===== src/design/fecb_pkg.sv =====
// shared types and constants for the field element canonical byte encoder
package fecb_pkg;

  localparam int unsigned LIMB_W  = 51;
  localparam int unsigned WORD_W  = 64;
  localparam int unsigned CARRY_W = WORD_W - LIMB_W;
  localparam int unsigned CFG_W   = 2;
  localparam int unsigned PACK_W  = 256;
  localparam int unsigned L2_KEEP = 58;

  typedef logic [LIMB_W-1:0]  limb_t;
  typedef logic [WORD_W-1:0]  word_t;
  typedef logic [CARRY_W-1:0] carry_t;

  typedef enum logic [CFG_W-1:0] {
    CFG_GAMMA0 = 2'd0,
    CFG_GAMMA1 = 2'd1,
    CFG_GAMMA2 = 2'd2
  } cfg_reg_e;

  typedef struct packed {
    limb_t g0;
    limb_t g1;
    limb_t g2;
  } gamma_t;

  typedef struct packed {
    logic adv;
    logic vld;
  } pipe_ctl_t;

  typedef struct packed {
    limb_t  t0;
    limb_t  t1;
    limb_t  t2;
    limb_t  t3;
    limb_t  t4;
    carry_t c;
  } carried_t;

  typedef struct packed {
    limb_t t0;
    limb_t t1;
    word_t t2;
    limb_t t3;
    limb_t t4;
  } folded_t;

endpackage


===== src/design/fecb_canon.sv =====
// add gamma, pick t or t - q on the bit 255 carry, pack into byte words
module fecb_canon
  import fecb_pkg::*;
(
  input  logic      clk_i,
  input  logic      rst_ni,
  input  pipe_ctl_t ctl_i,
  input  gamma_t    gamma_i,
  input  folded_t   data_i,
  output logic      vld_o,
  output word_t     word0_o,
  output word_t     word1_o,
  output word_t     word2_o,
  output word_t     word3_o
);

  logic    v9_q, v10_q, v11_q, v12_q;
  folded_t s9_t_q, s10_t_q, s11_t_q;
  limb_t   s9_u0_q, s9_u1_q;
  logic    s9_c_q;
  limb_t   s10_u0_q, s10_u1_q, s10_u2_q;
  carry_t  s10_c_q;
  limb_t   s11_u0_q, s11_u1_q, s11_u2_q, s11_u3_q, s11_u4_q;
  logic    s11_sel_q;
  logic [PACK_W-1:0] pack_q;

  logic [LIMB_W:0] u0_d, u1_d, u3_d, u4_d;
  word_t           u2_d;
  limb_t           r0, r1, r3, r4;
  word_t           r2;
  logic [PACK_W-1:0] pack_d;

  assign u0_d = {1'b0, data_i.t0} + {1'b0, gamma_i.g0};
  assign u1_d = {1'b0, data_i.t1} + {1'b0, gamma_i.g1} + (LIMB_W+1)'(u0_d[LIMB_W]);
  assign u2_d = s9_t_q.t2 + WORD_W'(gamma_i.g2) + WORD_W'(s9_c_q);
  assign u3_d = {1'b0, s10_t_q.t3} + (LIMB_W+1)'(s10_c_q);
  assign u4_d = {1'b0, s10_t_q.t4} + (LIMB_W+1)'(u3_d[LIMB_W]);

  always_comb begin
    r0 = s11_sel_q ? s11_u0_q : s11_t_q.t0;
    r1 = s11_sel_q ? s11_u1_q : s11_t_q.t1;
    r2 = s11_sel_q ? WORD_W'(s11_u2_q) : s11_t_q.t2;
    r3 = s11_sel_q ? s11_u3_q : s11_t_q.t3;
    r4 = s11_sel_q ? s11_u4_q : s11_t_q.t4;
    // high bits of an oversized limb 2 land in byte 19 and no further
    pack_d = PACK_W'(r0)
           | (PACK_W'(r1) << LIMB_W)
           | (PACK_W'(r2[L2_KEEP-1:0]) << (2*LIMB_W))
           | (PACK_W'(r3) << (3*LIMB_W))
           | (PACK_W'(r4) << (4*LIMB_W));
  end

  always_ff @(posedge clk_i or negedge rst_ni) begin
    if (!rst_ni) begin
      v9_q  <= 1'b0;
      v10_q <= 1'b0;
      v11_q <= 1'b0;
      v12_q <= 1'b0;
    end else if (ctl_i.adv) begin
      v9_q  <= ctl_i.vld;
      v10_q <= v9_q;
      v11_q <= v10_q;
      v12_q <= v11_q;
    end
  end

  always_ff @(posedge clk_i) begin
    if (ctl_i.adv) begin
      s9_t_q   <= data_i;
      s9_u0_q  <= u0_d[LIMB_W-1:0];
      s9_u1_q  <= u1_d[LIMB_W-1:0];
      s9_c_q   <= u1_d[LIMB_W];

      s10_t_q  <= s9_t_q;
      s10_u0_q <= s9_u0_q;
      s10_u1_q <= s9_u1_q;
      s10_u2_q <= u2_d[LIMB_W-1:0];
      s10_c_q  <= u2_d[WORD_W-1:LIMB_W];

      s11_t_q   <= s10_t_q;
      s11_u0_q  <= s10_u0_q;
      s11_u1_q  <= s10_u1_q;
      s11_u2_q  <= s10_u2_q;
      s11_u3_q  <= u3_d[LIMB_W-1:0];
      s11_u4_q  <= u4_d[LIMB_W-1:0];
      s11_sel_q <= u4_d[LIMB_W];

      pack_q <= pack_d;
    end
  end

  assign vld_o   = v12_q;
  assign word0_o = pack_q[WORD_W-1:0];
  assign word1_o = pack_q[2*WORD_W-1:WORD_W];
  assign word2_o = pack_q[3*WORD_W-1:2*WORD_W];
  assign word3_o = pack_q[4*WORD_W-1:3*WORD_W];

endmodule


===== config.mk =====
export PLATFORM = sky130hd
export DESIGN_NAME = fecb_canon
export DESIGN_NICKNAME = d
export VERILOG_FILES = /design/src/design/fecb_pkg.sv /design/src/design/fecb_canon.sv
export SDC_FILE = /design/constraint.sdc
export NUM_CORES = 1
export LEC_CHECK = 0
export ABC_AREA = 1
export BUFFER_PORTS_ARGS = -buffer_cell sky130_fd_sc_hd__buf_2
export CAP_MARGIN = 20
export CORE_ASPECT_RATIO = 0.8
export CORE_MARGIN = 1.5
export CORE_UTILIZATION = 53
export DETAILED_ROUTE_END_ITERATION = 8
export GPL_TIMING_DRIVEN = 0
export PLACE_DENSITY = 0.83
export REMOVE_ABC_BUFFERS = 1
export SYNTH_ARGS = -nofsm -noshare
export SYNTH_HDL_FRONTEND = slang
export SYNTH_SLANG_ARGS = --single-unit

===== constraint.sdc =====
create_clock -name clk_i -period 3.45 [get_ports clk_i]
set_input_delay 0.345 -clock clk_i [delete_from_list [all_inputs] [get_ports clk_i]]
set_output_delay 0.345 -clock clk_i [all_outputs]
set_load 0.05 [all_outputs]

==> summary.md <==
| Metric | Value |
|---|---|
| Synth Area in Adders | `3.24%` |
| CP Max Fanout | `4` |
| P_sw | `11.8 mW` |
| Root buf cell | `clkbuf_16` |
| Post-synth EDFFs | `1572` |
| Overall via count from detail_route | `47306` |
| Clk slew on worst S/H paths | `70 ps` |
| Peak supply drop | `0.592 mV` |
| Yosys reg bits | `1576` |
| CP top delay family | `simple AND/OR/NAND/NOR gates` |
| Seq pwr share | `51.6%` |
| Leak | `35.9 nW` |
| Initial antenna violation count | `38` |
| Register area share after synthesis | `69.8%` |
| Worst path slowest cell | `edfxtp_1` |
| Top cells by area, synth | `edfxtp_1, nand2_1, inv_1` |
| Synth warnings | `0` |
| Global-route wire length before repair | `277000 um` |
| Initial Utilization | `53.3%` |
| Post-detailed-route count of antenna-violating nets | `0` |
| Hold Vio Cnt, Final | `0` |
| Total negative slack | `-19.3 ps` |
| P&R area growth vs syn | `21.4%` |
| Yosys top cell area share | `69.7%` |
| Tightest Hold Check Type | `in -> reg` |
| Most frequent cells after synthesis | `nand2_1, edfxtp_1, inv_1` |
| Status | `complete, but fails checks` |
| Routed len/inst | `21.4 um` |
| H-tree Lvls | `4` |
| Final Non-Filler Cells | `8983` |
| Final cell utilization of the core | `64.7%` |
| Clock sink count | `1576` |
| Clock Latency Late Sink | `800 ps` |
| Die Y | `323 um` |
| DR iter-0 viols | `5155` |
| Period utilization | `101%` |
| Req. time, crit path | `3990 ps` |
| Final setup fails | `1` |
| Final worst slack | `-19.3 ps` |
| Fmax | `288 MHz` |
| Filler Cell Count | `9464` |
| Critical Path Start Type | `flip-flop` |
| Overall routing resource usage | `28.8%` |
| Clk_skew | `27.1 ps` |
| Sw Share | `25.7%` |
| Post-synthesis mux area share | `0%` |
| Share of cells above drive strength 1 | `14.8%` |
| Rows | `117` |
| Final Net Count | `7773` |
| Post-Syn Area | `67700 um2` |
| Crit path time final | `3470 ps` |
| P_int | `34.2 mW` |
| CTS tree | `yes` |
| Core area | `127000 um2` |
| Most used DFF post-synth | `edfxtp_1` |
| Final Instance Area | `82300 um2` |
| Largest family of logic cells by synthesized area | `simple AND/OR/NAND/NOR gates` |
| Post-DP HPWL | `135000 um` |
| Ports | `682` |
| First drt pass iteration count | `8` |
| Worst-Margin Slew | `1100 ps` |
| Vias in the first global route | `45512` |
| Simple-gate share of the synthesized area | `18.0%` |
| Clock power share | `36.5%` |
| Power Dens Cells | `560 nW/um2` |
| Complex-gate fraction of the synthesized area | `2.08%` |
| Worst Path Arrival | `4000 ps` |
| Synth area leader | `edfxtp_1` |
| Power after layout | `46.1 mW` |
| Crit Path Category | `reg -> reg` |
| Most frequent cell after synthesis | `nand2_1` |
| Max Cap Viol | `0` |
| Routability cong. | `0.944` |
| I/O Buffers | `680` |
| Pre-CTS setup slack | `-1200 ps` |
| Combinational power share | `11.9%` |
| Synthesized-area fraction occupied by xor and xnor cells | `2.11%` |
| Dpl cell area | `73700 um2` |
| Crit end category | `flip-flop` |
| Via/cell ratio | `5.27` |
| Largest net degree at the start of global routing | `194` |
| Cell chain of the critical path | `ha_4 -> nand2_4 -> o21ai_1 -> nand2_1 -> nand2_1 -> nand2_2 -> nand3_4 -> nand2_4 -> nor3_4 -> ha_4 -> ha_4 -> nand3_4 -> nor3_4 -> nand2_2 -> nor2_4 -> nand3_2 -> nor2_4 -> nand2_2 -> xor2_1` |
| Syn avg cell area | `11.2 um2` |
| Clock buffer depth | `3` |
| RSZ-0062 raised after global routing | `yes` |
| Die area | `130000 um2` |
| Remaining global-route overflow | `0` |
| CTS Buf Count | `153` |
| Worst Hold Slack | `80.3 ps` |
| Failing checks | `setup timing` |
| Slew headroom | `26.6%` |
| DRT Wirelength | `192000 um` |
| Async SR Flop Fraction | `0.254%` |
| Die X-Extent | `403 um` |
| Max incr delay on CP | `530 ps` |
| Number of distinct library cells after synthesis | `45` |
| Final Max Slew Viols | `0` |
| Synthesized instance count | `6054` |
| Inst Count DP | `8364` |
| DRC viols | `0` |
| Bufs and invs on worst path | `0` |
-- per-layer routing --
metal	share of wire, %	global-route usage [%]
met5	0.085	0
met4	3.6	10.8
met3	8.4	5.85
met2	46	45.2
met1	42	40.0
-- worst reg2reg max path, delay by kind of cell, from the launching register on --
family	cells	cell delay (ps)
fa+ha+maj	3	740
xor+xnor	1	150
flops	1	530
simple gates	14	1600
compound gates	1	180
-- final cells by class --
cell class	instances	area, um2	share of cell area (%)
sequential	1576	47300	57.5
tap	1666	2080	2.53
timing repair buffer	1027	7200	8.75
inverter	791	2980	3.62
clock buffer	184	4010	4.87
multi-input combinational	3627	17700	21.5
clock inverter	92	947	1.15
antenna	20	50.0	0.0608
-- worst paths after layout --
kind                                     end         from  slack (ps)  cells after the start
worst max-delay path            s11_u4_q[44]  s10_t_q[57]         -20                     19
worst min-delay path            s10_u2_q[13]  gamma_i[13]          80                      3
worst max register to register  s11_u4_q[44]  s10_t_q[57]         -20                     19
worst min register to register   s10_t_q[86]   s9_t_q[86]         400                      0
max in group asynchronous               v9_q       rst_ni        2790                      3
min in group asynchronous              v10_q       rst_ni         470                      3
-- layout by cell type, fill, tap and decap left out, types with 7 or more instances in the layout --
master / instances
a21oi_1: 166
clkbuf_1: 28
xnor2_1: 25
nand2_2: 17
nor3_1: 71
dlygate4sd3_1: 273
ha_4: 10
o21bai_1: 26
clkinvlp_4: 7
ha_1: 153
clkbuf_16: 157
clkinv_4: 7
nor3_4: 7
buf_2: 679
edfxtp_1: 1572
diode_2: 20
nor2_2: 8
clkinv_2: 28
nor4_1: 9
nand2_4: 8
buf_16: 22
xor2_1: 137
nor2_4: 10
inv_6: 8
bufinv_16: 16
nor2_1: 368
nand4_1: 81
nand2_1: 2202
clkinv_1: 22
buf_4: 44
inv_1: 787
nand3b_1: 7
nand3_2: 8
nand3_1: 208
o21ai_0: 51
-- sequential cells by signal, summed over array words and instances (netlist names), 255 cells and up --
| register | flops |
|---|---|
| s9_t_q | 268 |
| s10_t_q | 262 |
| s11_t_q | 262 |
| pack_q | 255 |
-- logic make-up (layout without fill, tap and decap cells) --
kind of cell | Yosys count | after routing
AOI/OAI and AO/OA | 261 | 261
xor gates and xnor gates | 163 | 163
adders and majority gates | 172 | 172
buffers and inverters | 851 | 2094
other | 1 | 21
and+or+nand+nor | 3030 | 3030
DFF | 1576 | 1576
-- power groups by stage --
stage / Sequential [mW] / Clock [mW] / Combinational (mW)
global route: 23.9 / 17.8 / 5.92
CTS: 23.7 / 16.9 / 5.33
finish: 23.8 / 16.8 / 5.47
global placement: 24.9 / 0 / 4.88
detailed placement: 24.1 / 0 / 4.98
floorplan: 24.5 / 0 / 2.29
-- timing repair --
action	4_1_cts	5_1_grt
pin swaps	30	21
resized for setup	70	34
endpoints found under the setup margin	64	65
buffers inserted	36	13
cloned	0	1
endpoints found under the hold margin	275	0
hold buffers	273	0
Power figures use the tool's default switching activity.
