<file path="config.mk">
export PLATFORM = sky130hd
export DESIGN_NAME = fecb_carry
export DESIGN_NICKNAME = d
export VERILOG_FILES = /design/src/design/fecb_pkg.sv /design/src/design/fecb_carry.sv
export SDC_FILE = /design/constraint.sdc
export NUM_CORES = 1
export LEC_CHECK = 0
export BUFFER_PORTS_ARGS = -buffer_cell sky130_fd_sc_hd__clkbuf_2
export CORE_AREA = 2 2 266 294
export DETAILED_ROUTE_END_ITERATION = 8
export DIE_AREA = 0 0 268 296
export PLACE_DENSITY = 0.77
export REMOVE_ABC_BUFFERS = 1
export SLEW_MARGIN = 20
export SYNTH_ARGS = -nofsm -noshare
export SYNTH_HDL_FRONTEND = slang
export SYNTH_SLANG_ARGS = --single-unit
</file>
<file path="constraint.sdc">
create_clock -name clk_i -period 4.4 [get_ports clk_i]
set_input_delay 0.22 -clock clk_i [delete_from_list [all_inputs] [get_ports clk_i]]
set_output_delay 0.22 -clock clk_i [all_outputs]
set_load 0.02 [all_outputs]
</file>
<file path="src/design/fecb_pkg.sv">
// shared types and constants for the field element canonical byte encoder
package fecb_pkg;

  localparam int unsigned LIMB_W  = 51;
  localparam int unsigned WORD_W  = 64;
  localparam int unsigned CARRY_W = WORD_W - LIMB_W;
  localparam int unsigned CFG_W   = 2;
  localparam int unsigned PACK_W  = 256;
  localparam int unsigned L2_KEEP = 58;

  typedef logic [LIMB_W-1:0]  limb_t;
  typedef logic [WORD_W-1:0]  word_t;
  typedef logic [CARRY_W-1:0] carry_t;

  typedef enum logic [CFG_W-1:0] {
    CFG_GAMMA0 = 2'd0,
    CFG_GAMMA1 = 2'd1,
    CFG_GAMMA2 = 2'd2
  } cfg_reg_e;

  typedef struct packed {
    limb_t g0;
    limb_t g1;
    limb_t g2;
  } gamma_t;

  typedef struct packed {
    logic adv;
    logic vld;
  } pipe_ctl_t;

  typedef struct packed {
    limb_t  t0;
    limb_t  t1;
    limb_t  t2;
    limb_t  t3;
    limb_t  t4;
    carry_t c;
  } carried_t;

  typedef struct packed {
    limb_t t0;
    limb_t t1;
    word_t t2;
    limb_t t3;
    limb_t t4;
  } folded_t;

endpackage

</file>
<file path="src/design/fecb_carry.sv">
// four stage carry chain over the five input limbs
module fecb_carry
  import fecb_pkg::*;
(
  input  logic      clk_i,
  input  logic      rst_ni,
  input  pipe_ctl_t ctl_i,
  input  word_t     limb0_i,
  input  word_t     limb1_i,
  input  word_t     limb2_i,
  input  word_t     limb3_i,
  input  word_t     limb4_i,
  output logic      vld_o,
  output carried_t  data_o
);

  logic  v1_q, v2_q, v3_q, v4_q;
  limb_t s1_t0_q;
  word_t s1_t1_q, s1_t2_q, s1_t3_q, s1_t4_q;
  limb_t s2_t0_q, s2_t1_q;
  word_t s2_t2_q, s2_t3_q, s2_t4_q;
  limb_t s3_t0_q, s3_t1_q, s3_t2_q;
  word_t s3_t3_q, s3_t4_q;
  carried_t s4_q;

  word_t s1_t1_d, s2_t2_d, s3_t3_d, s4_sum_d;

  assign s1_t1_d  = limb1_i + WORD_W'(limb0_i[WORD_W-1:LIMB_W]);
  assign s2_t2_d  = s1_t2_q + WORD_W'(s1_t1_q[WORD_W-1:LIMB_W]);
  assign s3_t3_d  = s2_t3_q + WORD_W'(s2_t2_q[WORD_W-1:LIMB_W]);
  assign s4_sum_d = s3_t4_q + WORD_W'(s3_t3_q[WORD_W-1:LIMB_W]);

  always_ff @(posedge clk_i or negedge rst_ni) begin
    if (!rst_ni) begin
      v1_q <= 1'b0;
      v2_q <= 1'b0;
      v3_q <= 1'b0;
      v4_q <= 1'b0;
    end else if (ctl_i.adv) begin
      v1_q <= ctl_i.vld;
      v2_q <= v1_q;
      v3_q <= v2_q;
      v4_q <= v3_q;
    end
  end

  always_ff @(posedge clk_i) begin
    if (ctl_i.adv) begin
      s1_t0_q <= limb0_i[LIMB_W-1:0];
      s1_t1_q <= s1_t1_d;
      s1_t2_q <= limb2_i;
      s1_t3_q <= limb3_i;
      s1_t4_q <= limb4_i;

      s2_t0_q <= s1_t0_q;
      s2_t1_q <= s1_t1_q[LIMB_W-1:0];
      s2_t2_q <= s2_t2_d;
      s2_t3_q <= s1_t3_q;
      s2_t4_q <= s1_t4_q;

      s3_t0_q <= s2_t0_q;
      s3_t1_q <= s2_t1_q;
      s3_t2_q <= s2_t2_q[LIMB_W-1:0];
      s3_t3_q <= s3_t3_d;
      s3_t4_q <= s2_t4_q;

      s4_q.t0 <= s3_t0_q;
      s4_q.t1 <= s3_t1_q;
      s4_q.t2 <= s3_t2_q;
      s4_q.t3 <= s3_t3_q[LIMB_W-1:0];
      s4_q.t4 <= s4_sum_d[LIMB_W-1:0];
      s4_q.c  <= s4_sum_d[WORD_W-1:LIMB_W];
    end
  end

  assign vld_o  = v4_q;
  assign data_o = s4_q;

endmodule

</file>
==> impl_metrics.json, run 1 <==
{
  "synth_top_area_share": 0.829,
  "yosys-top-cells-area": "edfxtp_1 83%, xnor2_1 2.9%, xor2_1 2.3%",
  "fin_crit_ns": 3.48,
  "powerDensity_nw_per_um2": 464,
  "leakage_nw": 19.6,
  "numPortBuffers": 592,
  "die_h_microns": 296,
  "grt_pass1_vias": 23800,
  "cp_max_fo": 10,
  "clockBufferDepth": 3,
  "core_sq_um": 76700,
  "clk_pin_slew_ns": 0.06,
  "synth-seq-cells": 1154,
  "drc": 0,
  "cts-resized-gates": 0,
  "synthDistinctLibCells": 69,
  "timing.setup.tns_ns": 0,
  "fmax_mhz": 287,
  "dieArea_sq_um": 79300,
  "seq_area_frac_synth": 0.832,
  "initial_core_util": 0.543,
  "finalHoldViolCount": 0,
  "period_share": 0.792,
  "grt_pass1_wl_microns": 135000,
  "numCtsBuffers": 109,
  "dp_hpwl_microns": 60000,
  "grt_use_total": 0.228,
  "gr-total-overflow": 0,
  "crit_start": "s2_t3_q[4]$_DFFE_PP_",
  "cts-hold-fix-buffers": 320,
  "ant_nets": 0,
  "drive_gt1_frac": 0.245,
  "tightest_slew_ns": 1.31,
  "total_power_w": 0.0245,
  "chipWidth_microns": 268,
  "async_reset_ff_frac": 0.00347,
  "antenna_found_initial": 25,
  "timing.rr.start": "s2_t3_q[4]$_DFFE_PP_",
  "totalWireLength_microns": 92000,
  "cp.arrival_ns": 3.90,
  "ioPinCount": 593,
  "timing.slew.headroom": 0.119,
  "ctsRootBufferMaster": "clkbuf_16",
  "insertion_delay_ns": 0.67,
  "ys.flop_type": "edfxtp_1",
  "row_count": 107,
  "finClkSkew_ns": 0.0269,
  "max_cap_viol_count": 0,
  "hp-class": "primary input to register",
  "synth.most_common_cell": "edfxtp_1",
  "synth_edf_count": 1150,
  "required_ns": 4.82,
  "fill_cells": 4812,
  "route.vias.total": 23300,
  "drt_pass1_iterations": 6,
  "vias_per_cell": 5.35,
  "avgSynthCellArea_sq_um": 19.1,
  "nNetsFinal": 3596,
  "rsz0062_at_grt": "false",
  "synthCells": 2185,
  "synth_top_cell_by_area": "edfxtp_1",
  "wl_per_cell_microns": 21.1,
  "place_congestion": 0.942,
  "yosys_warnings": 0,
  "startpoint_type": "register",
  "end_kind": "register",
  "finalSetupViolations": 0,
  "grt_max_degree": 107,
  "cts.sinks": 1154,
  "cts_tree": "yes",
  "min_from": "limb1_i[4]",
  "yosys-top-cells-count": "1150 x edfxtp_1, 139 x xnor2_1, 107 x xor2_1",
  "critPathKind": "register to register",
  "peakVddDrop_v": 0.000346,
  "cts_max_level": 3,
  "post_cts_buffers": 0,
  "syn2layout_area_growth_pct": 27.1,
  "slew_violations": 0,
  "syn_area_sq_um": 41600,
  "outcome": "finished, final reports clean",
  "drtIter0Drc": 2046
}
[sequential cells by signal, summed over array words and instances (netlist names), 51 cells and up]
name     cells
s3_t0_q     51
s1_t2_q     64
s2_t4_q     64
s2_t1_q     51
s3_t1_q     51
s1_t3_q     64
s3_t2_q     51
s1_t1_q     64
s2_t2_q     64
data_o     268
s3_t4_q     64
s3_t3_q     64
s2_t3_q     64
s1_t4_q     64
s2_t0_q     51
s1_t0_q     51
[metal layers]
metal,global-route usage,wire (microns),vias up
met5,0,191,-
met4,0.107,4070,28
met3,0.0592,7370,263
met2,0.395,46800,1057
met1,0.267,33500,11300
li1,-,-,10600
[stage by stage]
step	cell area, sq um	util	hold WS (ns)	instances	setup slack [ns]
after floorplan	41500	-	-0.0756	2158	1.42
after global placement	46200	0.602	0.0242	3820	1.21
after detailed placement	46200	0.602	0.0324	3820	1.05
after CTS	52900	0.690	0.00604	4338	1.03
after global routing	52900	0.690	0.0401	4349	0.892
final	52900	0.690	0.0577	4351	0.917
[final cells by class]
cell class,instances,area [sq um],area share
diodes,13,32.5,0.000615
inverters,28,105,0.00199
flip-flops and latches,1154,34600,0.654
repair buffers,947,6510,0.123
well taps,1035,1290,0.0245
clock buffers,140,2890,0.0545
clock inverters,58,649,0.0123
multi-input cells,976,6820,0.129
[kinds of logic after synthesis]
family                   Yosys count  share of synthesized area
adder cells (fa/ha/maj)           56                     0.0175
buffers and inverters             55                    0.00526
XOR/XNOR                         246                     0.0517
AND/OR/NAND/NOR                  502                     0.0640
multiplexers                       4                    0.00108
flip-flops                      1154                      0.832
AO/OA/AOI/OAI                    168                     0.0288
[worst max-delay path, cell delays in order (launching register included)]
cell	delay [ns]
edfxtp_1	0.39
ha_1	0.40
and3_1	0.20
a221oi_2	0.10
nor4_1	1.06
o2111a_1	0.70
nand4_1	0.19
xnor2_1	0.18
[power by group]
| group | internal (W) | total (W) | switching, W |
|---|---|---|---|
| sequential | 0.0131 | 0.0134 | 0.000337 |
| combinational | 0.000725 | 0.00183 | 0.00111 |
| clock | 0.00530 | 0.00927 | 0.00396 |
[cell usage in the layout (no fill, tap or decap), types with 11 or more instances in the layout]
cell and instances:
edfxtp_1 1150, clkbuf_2 591, dlygate4sd3_1 320, xnor2_1 139
clkbuf_16 111, xor2_1 107, nand2_1 104, nand3_1 81
nand4_1 63, nor2_1 56, nor3_1 54, ha_1 52
a21oi_1 50, and3_1 46, nor4_1 34, clkbuf_1 29
buf_4 29, inv_1 28, o21ai_0 24, a21o_1 21
and4_1 18, clkinv_2 16, diode_2 13, clkinv_1 13
and2_1 11, bufinv_16 11
[final timing paths]
check	depth (start not counted)	endpoint	slack, ns
worst max-delay path	7	s3_t3_q[62]$_DFFE_PP_	0.92
worst min-delay path	3	s1_t1_q[4]$_DFFE_PP_	0.06
worst max register to register	7	s3_t3_q[62]$_DFFE_PP_	0.92
worst min register to register	0	s3_t4_q[55]$_DFFE_PP_	0.41
max in group asynchronous	3	vld_o$_DFFE_PN0P_	3.75
min in group asynchronous	3	v1_q$_DFFE_PN0P_	0.47
No activity file was read; power rests on OpenSTA's default activity.
==> inputs of run 2 (changes only) <==
- clock period: 4.4 -> 3.5 ns (I/O delays scaled with it)
==> impl_metrics.json, run 2 (synthesis gave the netlist of run 1 again) <==
{
  "initial_core_util": 0.543,
  "powerDensity_nw_per_um2": 578,
  "required_ns": 3.92,
  "ioPinCount": 593,
  "setup_ws_ns": 0.221,
  "tightest_slew_ns": 0.994,
  "reg2reg_to": "s3_t3_q[44]$_DFFE_PP_",
  "die_h_microns": 296,
  "min_from": "ctl_i[1]",
  "drive_gt1_frac": 0.245,
  "multiInputGateArea_sq_um": 6810,
  "fin_crit_ns": 3.28,
  "cts-hold-fix-buffers": 333,
  "crit_start": "limb1_i[0]",
  "ctsRootBufferMaster": "clkbuf_16",
  "gr-total-overflow": 0,
  "timing.rr.start": "s2_t2_q[51]$_DFFE_PP_",
  "peakVddDrop_v": 0.000406,
  "largest_register_ffs": 268,
  "fin_util": 0.692,
  "hp-class": "primary input to register",
  "clk_pin_slew_ns": 0.06,
  "dp_hpwl_microns": 61000,
  "grt_use_total": 0.231,
  "totalWireLength_microns": 93800,
  "startpoint_type": "primary input",
  "timing.setup.tns_ns": 0,
  "cts_tree": "yes",
  "dieArea_sq_um": 79300,
  "grt_max_degree": 93,
  "core_sq_um": 76700,
  "ant_nets": 0,
  "grt_pass1_wl_microns": 136000,
  "min_to": "data_o[63]$_DFFE_PP_",
  "leakage_nw": 19.7,
  "r2r_slack_ns": 0.40,
  "chipWidth_microns": 268,
  "row_count": 107,
  "place_congestion": 0.931,
  "cp.arrival_ns": 3.69,
  "syn2layout_area_growth_pct": 27.5,
  "hold_path_depth": 1,
  "critPathKind": "primary input to register",
  "post_cts_buffers": 0,
  "outcome": "finished, final reports clean",
  "final_cell_mix": "1150 x edfxtp_1, 591 x clkbuf_2, 333 x dlygate4sd3_1, 139 x xnor2_1, 108 x clkbuf_16",
  "numCtsBuffers": 107,
  "drtIter0Drc": 2280,
  "end_kind": "register",
  "max_cap_viol_count": 0,
  "clockBufferDepth": 3,
  "finClkSkew_ns": 0.0266,
  "grt_pass1_vias": 23700,
  "numPortBuffers": 592,
  "hold_ws_ns": 0.0434,
  "cts.sinks": 1154,
  "finalSetupViolations": 0,
  "reg2reg_depth": 9,
  "nNetsFinal": 3615,
  "slew_violations": 0,
  "cts_max_level": 3,
  "wl_per_cell_microns": 21.5,
  "dp_slack_ns": 0.475,
  "finalHoldViolCount": 0,
  "antenna_found_initial": 28,
  "seqCellArea_sq_um": 34600,
  "drc": 0,
  "instances_no_fill": 4372,
  "fmax_mhz": 305,
  "dpl.cell_count": 3828,
  "vias_per_cell": 5.38,
  "timing.slew.headroom": 0.338,
  "final_common_cell": "edfxtp_1",
  "period_share": 0.937,
  "rsz0062_at_grt": "false",
  "route.vias.total": 23500,
  "cts-resized-gates": 0,
  "fill_cells": 4705,
  "insertion_delay_ns": 0.68,
  "drt_pass1_iterations": 6,
  "cp_max_fo": 6
}
[run 2: how the worst max path moves through the flow]
| stage | cells past startpoint | slack, ns | endpoint |
|---|---|---|---|
| finish | 11 | 0.22 | s1_t1_q[42]$_DFFE_PP_ |
| global placement | 9 | 0.54 | s3_t3_q[44]$_DFFE_PP_ |
| floorplan | 8 | 0.52 | s2_t2_q[48]$_DFFE_PP_ |
| global route | 11 | 0.11 | s1_t1_q[32]$_DFFE_PP_ |
| detailed placement | 9 | 0.48 | s3_t3_q[44]$_DFFE_PP_ |
| CTS | 11 | 0.31 | s1_t1_q[32]$_DFFE_PP_ |
[run 2: through the flow]
step                instance area (sq um)  power (W)
floorplan                           41500     0.0180
global placement                    46300     0.0190
detailed placement                  46300     0.0191
CTS                                 53100     0.0308
global route                        53100     0.0317
finish                              53100     0.0307
[run 2: area by class of cell]
cell class	count	area share
sequential	1154	0.652
multi-input combinational	976	0.128
timing repair buffer	968	0.127
clock buffer	127	0.0523
tap	1035	0.0244
clock inverter	70	0.0130
inverter	28	0.00198
antenna	14	0.000660
[run 2: worst max-delay path: stages]
cell	delay, ns
dlygate4sd3_1	0.53
clkbuf_2	0.10
ha_1	0.22
fa_1	0.43
a21o_1	0.22
a221o_1	0.37
a31oi_2	0.47
and2_1	0.30
nor4_1	0.12
xor2_1	0.16
dlygate4sd3_1	0.59
[run 2: power by group]
part	internal (W)	switching, W
Combinational	0.000936	0.00140
Clock	0.00649	0.00496
Sequential	0.0165	0.000434
Total	0.0239	0.00680
[run 2: routing by layer]
metal,vias to the layer above,part of all wire,global-route usage
met5,-,0.0018,0
met4,30,0.038,0.0948
met3,283,0.082,0.0616
met2,1178,0.52,0.408
met1,11300,0.36,0.268
li1,10700,-,-
